===== src/sv/lcfd_pkg.sv =====
package lcfd_pkg;

    localparam int unsigned HISTORY_DEPTH_DEF = 65536;
    localparam int unsigned SOURCE_LIMIT_DEF  = 65536;
    localparam int unsigned QUEUE_DEPTH       = 2;
    localparam int unsigned POS_W             = 17;
    localparam int unsigned CNT_W             = 16;
    localparam int unsigned APB_AW            = 3;

    localparam logic [POS_W-1:0] LIMIT_RESET = 17'h10000;
    localparam logic [APB_AW-1:0] REG_OUTPUT_LIMIT = 3'd0;

    localparam logic OP_PUSH = 1'b0;
    localparam logic OP_PULL = 1'b1;

    localparam logic [7:0] CMD_FILL    = 8'hFE;
    localparam logic [7:0] CMD_LONG    = 8'hFF;
    localparam logic [7:0] CMD_ABS_MIN = 8'hC0;
    localparam logic [7:0] CMD_END     = 8'h80;
    localparam logic [CNT_W-1:0] SHORT_BIAS = 16'd3;

    typedef enum logic [3:0] {
        PH_CMD      = 4'd0,
        PH_FILL_LO  = 4'd1,
        PH_FILL_HI  = 4'd2,
        PH_FILL_VAL = 4'd3,
        PH_LONG_LO  = 4'd4,
        PH_LONG_HI  = 4'd5,
        PH_ABS_LO   = 4'd6,
        PH_ABS_HI   = 4'd7,
        PH_LITERAL  = 4'd8,
        PH_REL_LO   = 4'd9,
        PH_FILLING  = 4'd10,
        PH_COPYING  = 4'd11,
        PH_DONE_END = 4'd13,
        PH_DONE_OVF = 4'd14,
        PH_DONE_BAD = 4'd15
    } t_phase;

    typedef enum logic [1:0] {
        ST_DATA = 2'd0,
        ST_END  = 2'd1,
        ST_OVF  = 2'd2,
        ST_BAD  = 2'd3
    } t_status;

    typedef struct packed {
        logic       opcode;
        logic [7:0] data;
    } t_item;

    typedef struct packed {
        logic  valid;
        t_item item;
    } t_head;

endpackage


===== src/sv/lcfd_front.sv =====
module lcfd_front #(
    parameter int unsigned DEPTH = lcfd_pkg::QUEUE_DEPTH
) (
    input  logic           i_clk,
    input  logic           i_rst_n,
    input  logic           i_valid,
    output logic           o_ready,
    input  lcfd_pkg::t_item i_item,
    output lcfd_pkg::t_head o_head,
    input  logic           i_pop
);
    import lcfd_pkg::*;

    localparam int unsigned PW = (DEPTH > 1) ? $clog2(DEPTH) : 1;
    localparam int unsigned CW = $clog2(DEPTH + 1);

    t_item          r_q [DEPTH];
    logic [PW-1:0]  r_wr, r_rd;
    logic [CW-1:0]  r_cnt;
    logic           push, pop;

    assign o_ready     = (r_cnt != CW'(DEPTH));
    assign push        = i_valid && o_ready;
    assign pop         = i_pop && (r_cnt != '0);
    assign o_head.valid = (r_cnt != '0);
    assign o_head.item  = r_q[r_rd];

    always_ff @(posedge i_clk) begin
        if (push) begin
            r_q[r_wr] <= i_item;
        end
    end

    always_ff @(posedge i_clk) begin
        if (!i_rst_n) begin
            r_wr  <= '0;
            r_rd  <= '0;
            r_cnt <= '0;
        end else begin
            if (push) begin
                r_wr <= (r_wr == PW'(DEPTH - 1)) ? '0 : r_wr + 1'b1;
            end
            if (pop) begin
                r_rd <= (r_rd == PW'(DEPTH - 1)) ? '0 : r_rd + 1'b1;
            end
            if (push && !pop) begin
                r_cnt <= r_cnt + 1'b1;
            end else if (pop && !push) begin
                r_cnt <= r_cnt - 1'b1;
            end
        end
    end

endmodule


===== config.mk =====
export PLATFORM = sky130hd
export DESIGN_NAME = lcfd_front
export DESIGN_NICKNAME = d
export VERILOG_FILES = /design/src/sv/lcfd_pkg.sv /design/src/sv/lcfd_front.sv
export SDC_FILE = /design/constraint.sdc
export NUM_CORES = 1
export LEC_CHECK = 0
export BUFFER_PORTS_ARGS = -buffer_cell sky130_fd_sc_hd__buf_2
export CORE_MARGIN = 1
export CORE_UTILIZATION = 25
export CTS_BUF_LIST = sky130_fd_sc_hd__clkbuf_16
export CTS_CLUSTER_SIZE = 8
export DETAILED_ROUTE_END_ITERATION = 8
export PLACE_DENSITY = 0.48
export SLEW_MARGIN = 10
export SYNTH_ARGS = -nofsm -noshare
export SYNTH_HDL_FRONTEND = slang
export SYNTH_SLANG_ARGS = --single-unit

===== constraint.sdc =====
create_clock -name i_clk -period 3.5 [get_ports i_clk]
set_input_delay 0.35 -clock i_clk [delete_from_list [all_inputs] [get_ports i_clk]]
set_output_delay 0.35 -clock i_clk [all_outputs]
set_load 0.02 [all_outputs]

* Yosys cells after proc, flatten, opt, wreduce, memory -nomap -nowiden *
Memories as Yosys holds them, arrays and structs flattened. A register that Yosys moved wholly into a read port is not among the register bits.
Index checks and enable logic that the tools add are counted.

operators by class
  add/sub/neg operators = 4
  multipliers = 0
  divide/modulo/power cells = 0
  order comparisons = 0
  equal/unequal tests = 1
  shift operators = 0
  muxes and demuxes = 8
  bitwise gates (word level) = 0
  reductions and logical operators = 8

operators with widths
  cell                 number
  $mux 1               6
  $logic_and 1x1->1    4
  $mux 2               2
  $reduce_bool 2->1    2
  $add 1x1->1 const B  2
  $add 2x1->2 const B  1
  $logic_not 1->1      2
  $ne 2x2->1 const B   1
  $sub 2x1->2 const B  1

word-level totals
  bits in registers = 4
  bits in latches = 0
  RAM bits = 18
  bits in read-only memories = 0
  bits of input ports = 13
  output and inout bits = 11
  logic and storage cells = 25
  memories kept = 1

memory list
  memory  depth  width  rd ports  clocked after Yosys merged registers in  wr ports  line              text
  r_q     2      9      1         1                                        1         lcfd_front.sv:17  t_item r_q [DEPTH];

* Longest topological paths before layout *
Gate-level depths: netlist (run 1).

  depth in word-level cells = 6
  depth in mapped cells = 6
  mapped depth without buffers = 6

* Least setup slack after synthesis (run 1) *
Ideal clock, no wire load.

  path type = register to register
  start = register r_cnt[0]
  end = register r_cnt[1]
  setup time = 0.070 ns
  arrival = 1.455 ns
  data required time = 3.430 ns
  setup slack = 1.975 ns
  cell stages (with the launch flop) = 6
  path buffers = 0
  clock period less this slack = 1.525 ns
  path through = dfxtp_1 -> nand2b_4 -> and2_1 -> ha_1 -> or3_1 -> a21boi_1

on the way
  word-level cells in the longest chain between the ends = 5
  elaborated cells on any way between the ends = 13
  those cells by class = add/sub (2); eq/ne (1); mux (2); reduce/logical (8)

ends and longest elaborated chain
  element                             line              text
  from (decl)                         lcfd_front.sv:19  logic [CW-1:0] r_cnt;
  from (signal assigned)              lcfd_front.sv:47  r_cnt <= r_cnt + 1'b1;
  from (signal assigned)              lcfd_front.sv:49  r_cnt <= r_cnt - 1'b1;
  $ne 2x2->1 (*)                      lcfd_front.sv:22  assign o_ready = (r_cnt != CW'(DEPTH));
  via o_ready                         lcfd_front.sv:7   output logic o_ready,
  $logic_and 1x1->1 (*)               lcfd_front.sv:23  assign push = i_valid && o_ready;
  via push                            lcfd_front.sv:20  logic push, pop;
  $logic_not 1->1                     lcfd_front.sv:48  end else if (pop && !push) begin
  $logic_and 1x1->1                   lcfd_front.sv:48
  $reduce_bool 2->1 (no source line)  --

The timed path passes the listed nets; every way through them passes the cells marked *. The select of a mux whose other input is x is not followed.
A chain may end at the register's enable or synchronous reset.

==> results of run 1 <==
## worst min-delay path by stage
| stage | from | endpoint | slack [ns] | cells past startpoint |
|---|---|---|---|---|
| after floorplan | i_item[0] | r_q[0][0]$_DFFE_PP_ | 0.45 | 0 |
| after global placement | r_cnt[1]$_SDFFE_PN0P_ | r_cnt[1]$_SDFFE_PN0P_ | 0.54 | 2 |
| after detailed placement | i_item[3] | r_q[0][3]$_DFFE_PP_ | 0.54 | 1 |
| after CTS | i_item[3] | r_q[0][3]$_DFFE_PP_ | 0.28 | 1 |
| after global routing | i_item[3] | r_q[0][3]$_DFFE_PP_ | 0.28 | 1 |
| final | i_item[3] | r_q[0][3]$_DFFE_PP_ | 0.28 | 1 |
## power by group through the flow
stage	combinational (mW)	clock, mW	sequential, mW
2_1_floorplan	0.202	0	0.370
3_3_place_gp	0.251	0	0.389
3_5_place_dp	0.252	0	0.391
4_1_cts	0.254	0.246	0.385
5_1_grt	0.275	0.258	0.391
6_report	0.249	0.237	0.383
## through the flow
step                      total power [mW]  hold WS [ns]
after floorplan                     0.5719        0.4489
after global placement              0.6400        0.5408
after detailed placement            0.6428        0.5413
after CTS                           0.8858        0.2793
after global routing                0.9242        0.2790
final                               0.8689        0.2836
## Yosys cell counts
cell / n
sky130_fd_sc_hd__edfxtp_1: 18
sky130_fd_sc_hd__mux2_2: 9
sky130_fd_sc_hd__dfxtp_1: 5
sky130_fd_sc_hd__and2_1: 4
sky130_fd_sc_hd__xnor2_1: 2
sky130_fd_sc_hd__a21bo_2: 1
sky130_fd_sc_hd__a21boi_0: 1
sky130_fd_sc_hd__a21boi_1: 1
sky130_fd_sc_hd__and3_1: 1
sky130_fd_sc_hd__buf_2: 1
sky130_fd_sc_hd__ha_1: 1
sky130_fd_sc_hd__inv_1: 1
sky130_fd_sc_hd__nand2b_4: 1
sky130_fd_sc_hd__nand3b_1: 1
sky130_fd_sc_hd__o21ai_0: 1
sky130_fd_sc_hd__o21ai_1: 1
sky130_fd_sc_hd__or2_2: 1
sky130_fd_sc_hd__or3_1: 1
sky130_fd_sc_hd__xor2_1: 1
## metal layers
layer	GRT usage	routed length [um]	vias to the layer above
met5	0	0	-
li1	-	-	244
met3	0.03992	116	2
met2	0.1244	604	19
met1	0.08996	566	220
met4	0.01905	10	0
## registers in the layout (all words and copies together), names as in the netlist, named ones only
register  count
r_rd          1
r_wr          1
r_cnt         2
r_q          18
## final cells by class
cell class | count | area (um^2)
fillers | 362 | 2226
flip-flops and latches | 23 | 640.6
multi-input cells | 27 | 240.2
repair buffers | 23 | 115.1
clock buffers | 3 | 75.07
well taps | 46 | 57.56
clock inverters | 1 | 5.005
inverters | 1 | 3.754
## cell families after synthesis
family          after synthesis  synth area share
compound gates                5           0.03938
xor+xnor                      3           0.02954
fa+ha+maj                     1           0.01406
buf+inv                       2          0.009836
flops                        23            0.7201
mux                           9            0.1139
simple gates                  9           0.07314
## critical path: stages, from the launching register on
cell and delay [ns]:
sky130_fd_sc_hd__dfxtp_1 0.59, sky130_fd_sc_hd__mux2_2 0.39, sky130_fd_sc_hd__buf_2 0.16
==> implementation parameters, run 1 <==
Parameter                              Value

Routing
  Routed via count    485
  Total Routed Length    1298 um
  Wire length per cell    10.47 um
  Post-route DRC violation count    0
  Post-DRT Antenna Nets    0
  Detailed router's first-iteration violation count    6
  TritonRoute pass-1 iters    2
  Routed via count divided by cell count    3.911

GRT
  Largest net degree at the start of global routing    14
  First-pass GRT wire length    1980 um
  Via count of the first global-routing pass    442
  Combined global-route utilization of all metal layers    0.07679
  Antenna violations before repair    0
  Overall overflow remaining after global route    0

Die
  Effective utilization at floorplan    0.2645
  Overall die width    61.65 um
  Core Region    0.003363 mm^2
  Height of the chip    61.65 um
  I/O Pins    24
  Standard-cell rows    21
  Die footprint    0.003801 mm^2

Pwr
  Portion of total power attributed to sequential cells    0.441
  Peak supply drop    496.3 uV
  Internal    0.6202 mW
  Logic gate share of total power    0.286
  Net switching power    0.2487 mW
  Total power per unit cell area    764.0 mW/mm^2
  Share of total power consumed by net switching    0.2862
  Clock network power share    0.273
  P_leak    0.4368 nW

Clock tree
  Total clock sinks    23
  Inserted Clock Buffers    3
  Max Buffers Root-to-Sink    2
  CTS tree    yes
  Post-CTS Setup Repair Bufs    0
  CTS clock-pin slew for the worst setup and hold paths    0.06 ns
  Clock tree root driver cell    sky130_fd_sc_hd__clkbuf_16
  H-tree level count    1
  # hold bufs at CTS    0
  Count of instances resized after the clock tree is built    0
  Clock latency reported for the late side of the worst-skew pair    0.25 ns

STA
  Post-route minimum period    1.732 ns
  Total of endpoints with negative setup slack in the final report    0
  Clock skew    0.003016 ns
  Unrepaired setup endpoints after global routing    no
  Number of slew-limit violations in the final report    0
  Fmax    0.5775 GHz
  Transition time at the pin with the least slew margin    0.4642 ns
  Relative slew slack    0.6906
  Part of the cycle the worst path needs    0.4948
  Min setup slack post-route    1.768 ns
  Final Hold Violating Endpoints    0
  Final sum of negative setup slack    0 ns

Critical path
  Depth of the most critical reg-to-reg path    5
  CP endpoint    o_head[5]
  Minimum setup slack among reg-to-reg paths    1.95 ns
  End of the worst register-to-register path    r_cnt[1]$_SDFFE_PN0P_
  Crit. End Element    output port
  Crit Reg-Reg Startpoint    r_cnt[0]$_SDFFE_PN0P_
  Crit Path Class    flop to output port
  WP data required    3.15 ns
  Worst path arrival time    1.38 ns
  Largest fanout on the critical path    9
  Worst setup SP type    flop

Worst hold path
  Classification of the worst-slack hold path    input port to flop

Logic synthesis
  Synthesized Nets    66
  Proportion of synthesized chip area in sequential cells    0.7201
  Number of distinct standard cells referenced by the synthesized netlist    19
  Share of Yosys cell area claimed by the top area cell type    0.6076
  Post-synthesis register bit count    23
  Combined area of all synthesized cells    889.6 um^2
  Post-synthesis instance total    52
  Syn Area/Cell    17.11 um^2
  Warnings from Yosys    0
  Largest cells by area after synthesis    sky130_fd_sc_hd__edfxtp_1 61%, sky130_fd_sc_hd__mux2_2 11%, sky130_fd_sc_hd__dfxtp_1 11%
  Library cell with the largest summed area after synthesis    sky130_fd_sc_hd__edfxtp_1

Layout
  Fraction of layout cells with a size suffix above 1    0.5000
  Non-filler cells in the finished layout    124
  Final Cell Area    0.001137 mm^2
  Commonest cells after routing, fill and taps aside    23 x sky130_fd_sc_hd__buf_2, 18 x sky130_fd_sc_hd__edfxtp_1, 9 x sky130_fd_sc_hd__mux2_2
  Commonest non-fill, non-tap cell in the layout    sky130_fd_sc_hd__buf_2
  Fin nets    93
  Area Overhead vs Synth    27.85%
  Number of inserted diodes    0
  Layout Utilization    0.3382

Placement
  Setup Slack @ Placement    1.956 ns
  GP Congestion    0.5887
  Buffers added on ports    23
  Placed instance area    0.001057 mm^2
  Post-detail-place hpwl    907.1 um
  Number of cells after detailed placement    120

Run status
  Run status    complete, no violations

Job
  Total of max-cap violations    0
(Power assumes the default switching activity.)
==> run 2, diff against run 1 <==
- ABC_AREA: default -> 1
- clock period: 3.5 -> 1.7 ns (I/O delays scaled with it)
==> implementation parameters, run 2 <==
Parameter                              Value

Critical path
  Minimum setup slack among reg-to-reg paths    0.38 ns
  End of the worst register-to-register path    r_cnt[1]$_SDFFE_PN0P_
  Largest fanout on the critical path    9
  WP data required    1.53 ns
  Crit Path Class    flop to output port
  Crit Reg-Reg Startpoint    r_cnt[0]$_SDFFE_PN0P_
  Depth of the most critical reg-to-reg path    9
  Crit. End Element    output port
  Worst path arrival time    1.36 ns
  Worst setup SP type    flop

Clock tree
  Count of instances resized after the clock tree is built    0
  Clock latency reported for the late side of the worst-skew pair    0.25 ns
  Clock tree root driver cell    sky130_fd_sc_hd__clkbuf_16
  # hold bufs at CTS    0
  Max Buffers Root-to-Sink    2
  H-tree level count    1
  Inserted Clock Buffers    3
  Post-CTS Setup Repair Bufs    0
  CTS tree    yes
  CTS clock-pin slew for the worst setup and hold paths    0.06 ns
  Total clock sinks    23

Layout
  Leading registers by flop count    r_q (18), r_cnt (2)
  Largest register FFs    18
  Fin nets    108
  Fill cell count    328
  Non-filler cells in the finished layout    139
  Largest reg by FF count    r_q
  Area used by sequential logic in the layout    640.6 um^2
  Area Overhead vs Synth    28.35%
  Commonest cells after routing, fill and taps aside    23 x sky130_fd_sc_hd__buf_2, 18 x sky130_fd_sc_hd__edfxtp_1, 9 x sky130_fd_sc_hd__mux2_2
  Number of inserted diodes    0
  Multi-input combinational cell area    221.5 um^2
  Commonest non-fill, non-tap cell in the layout    sky130_fd_sc_hd__buf_2
  Fraction of layout cells with a size suffix above 1    0.4516

Routing
  Post-DRT Antenna Nets    0
  Detailed router's first-iteration violation count    17
  Amount of wire on met3 after detailed routing    89 um
  Detailed-routed wire length on met2    624 um
  Total Routed Length    1321 um
  Wire length per cell    9.504 um
  Highest metal used    met3
  Post-route DRC violation count    0
  Routed via count    546
  Routed via count divided by cell count    3.928
  Routed length on met1    607 um
  TritonRoute pass-1 iters    4

Logic synthesis
  Number of enable flip-flop cells after synthesis    18
  Proportion of synthesized chip area in sequential cells    0.7082
  Syn Area/Cell    13.92 um^2
  Synthesized Nets    79
  Commonest register cell after synthesis    sky130_fd_sc_hd__edfxtp_1
  Post-synthesis register bit count    23
  Post-synthesis instance total    65
  Share of async-settable or async-resettable flops after synthesis    0
  Most common cell in the synthesized netlist    sky130_fd_sc_hd__edfxtp_1
  Largest cells by area after synthesis    sky130_fd_sc_hd__edfxtp_1 60%, sky130_fd_sc_hd__mux2_2 11%, sky130_fd_sc_hd__dfxtp_1 11%
  Share of Yosys cell area claimed by the top area cell type    0.5975
  Combined area of all synthesized cells    904.6 um^2
  Synth cell count leaders    18 x sky130_fd_sc_hd__edfxtp_1, 9 x sky130_fd_sc_hd__mux2_2, 8 x sky130_fd_sc_hd__nor2_1, 7 x sky130_fd_sc_hd__nand2_1, 6 x sky130_fd_sc_hd__inv_1
  Warnings from Yosys    0
  Number of distinct standard cells referenced by the synthesized netlist    17
  Library cell with the largest summed area after synthesis    sky130_fd_sc_hd__edfxtp_1

Pwr
  P_leak    0.4712 nW
  Peak supply drop    729.1 uV
  Total power per unit cell area    1543 mW/mm^2

STA
  Transition time at the pin with the least slew margin    0.4115 ns
  Final Hold Violating Endpoints    0
  Total of endpoints with negative setup slack in the final report    0
  Fmax    0.6552 GHz
  Relative slew slack    0.7253
  Clock skew    0.001612 ns
  Final sum of negative setup slack    0 ns
  Post-route minimum period    1.526 ns
  Part of the cycle the worst path needs    0.8979
  Number of slew-limit violations in the final report    0
  Unrepaired setup endpoints after global routing    no

Placement
  Buffers added on ports    23
  GP Congestion    0.6523
  Post-detail-place hpwl    975.9 um
  Number of cells after detailed placement    135

Job
  Total of max-cap violations    0

Die
  Effective utilization at floorplan    0.2669
  Core Region    0.003390 mm^2
  Die footprint    0.003863 mm^2
  Overall die width    62.16 um
  Standard-cell rows    21
  Height of the chip    62.16 um
  I/O Pins    24

GRT
  Via count of the first global-routing pass    532
  Largest net degree at the start of global routing    14
  Combined global-route utilization of all metal layers    0.07710
  Overall overflow remaining after global route    0
  Antenna violations before repair    0
  First-pass GRT wire length    2346 um

Worst hold path
  Hold Crit Depth    1
  End point of the most critical hold path    r_q[0][7]$_DFFE_PP_
  Classification of the worst-slack hold path    input port to flop
  Hold path start    i_item[7]

Run status
  Run status    complete, no violations
-- run 2: cell types whose count changed after synthesis, moves of 2 or more --
| cell | before | now |
|---|---|---|
| sky130_fd_sc_hd__nand2_1 | 0 | 7 |
| sky130_fd_sc_hd__and2_1 | 4 | 0 |
| sky130_fd_sc_hd__nor2_1 | 0 | 8 |
| sky130_fd_sc_hd__xnor2_1 | 2 | 0 |
| sky130_fd_sc_hd__inv_1 | 1 | 6 |
-- run 2: area by class of cell --
class                           instances  area share
Timing Repair Buffer                   25      0.1121
Sequential cell                        23      0.5517
Inverter                                8     0.02694
Clock buffer                            3     0.06466
Tap cell                               46     0.04957
Clock inverter                          1    0.004310
Multi-Input combinational cell         33      0.1907
-- run 2: per-stage QoR --
| step | util | setup WS [ns] | power (mW) | hold WS [ns] | cell area (um^2) |
|---|---|---|---|---|---|
| after floorplan | - | 0.2996 | 1.176 | 0.2689 | 904.6 |
| after global placement | 0.3189 | 0.3952 | 1.320 | 0.3614 | 1081 |
| after detailed placement | 0.3189 | 0.3876 | 1.326 | 0.3639 | 1081 |
| after CTS | 0.3426 | 0.1266 | 1.819 | 0.1050 | 1161 |
| after global routing | 0.3426 | 0.07956 | 1.912 | 0.1026 | 1161 |
| final | 0.3426 | 0.1736 | 1.791 | 0.1069 | 1161 |
-- run 2: cell families after synthesis --
family	count (synthesis)	share of synthesized area
mux	9	0.1120
flops	23	0.7082
compound gates	4	0.02489
simple gates	19	0.09406
buf+inv	9	0.04701
fa+ha+maj	1	0.01383
-- run 2: worst max-delay path by stage --
| stage | startpoint | endpoint | slack [ns] | cells past startpoint |
|---|---|---|---|---|
| 2_1_floorplan | r_cnt[0]$_SDFFE_PN0P_ | r_q[1][0]$_DFFE_PP_ | 0.30 | 4 |
| 5_1_grt | flop | o_head[6] | 0.08 | 2 |
| 4_1_cts | flop | o_head[0] | 0.13 | 2 |
| 3_3_place_gp | r_cnt[0]$_SDFFE_PN0P_ | r_cnt[1]$_SDFFE_PN0P_ | 0.40 | 10 |
| 3_5_place_dp | r_cnt[0]$_SDFFE_PN0P_ | r_cnt[1]$_SDFFE_PN0P_ | 0.39 | 9 |
| 6_report | flop | o_head[6] | 0.17 | 2 |
-- run 2: worst max-delay path: stages, from the launching register on --
cell and delay [ns]:
sky130_fd_sc_hd__dfxtp_1 0.57, sky130_fd_sc_hd__mux2_2 0.38, sky130_fd_sc_hd__buf_2 0.16
-- run 2: power breakdown --
group,internal (mW),switching (mW),leakage (nW)
sequential,0.718,0.0604,0.209
clock,0.315,0.172,0.0409
combinational,0.215,0.311,0.221
total,1.25,0.543,0.471
-- run 2: routing by layer --
| layer | track usage | vias to the layer above |
|---|---|---|
| li1 | - | 280 |
| met1 | 0.09227 | 248 |
| met2 | 0.1291 | 18 |
| met3 | 0.03676 | 0 |
| met4 | 0.008721 | 0 |
| met5 | 0 | - |
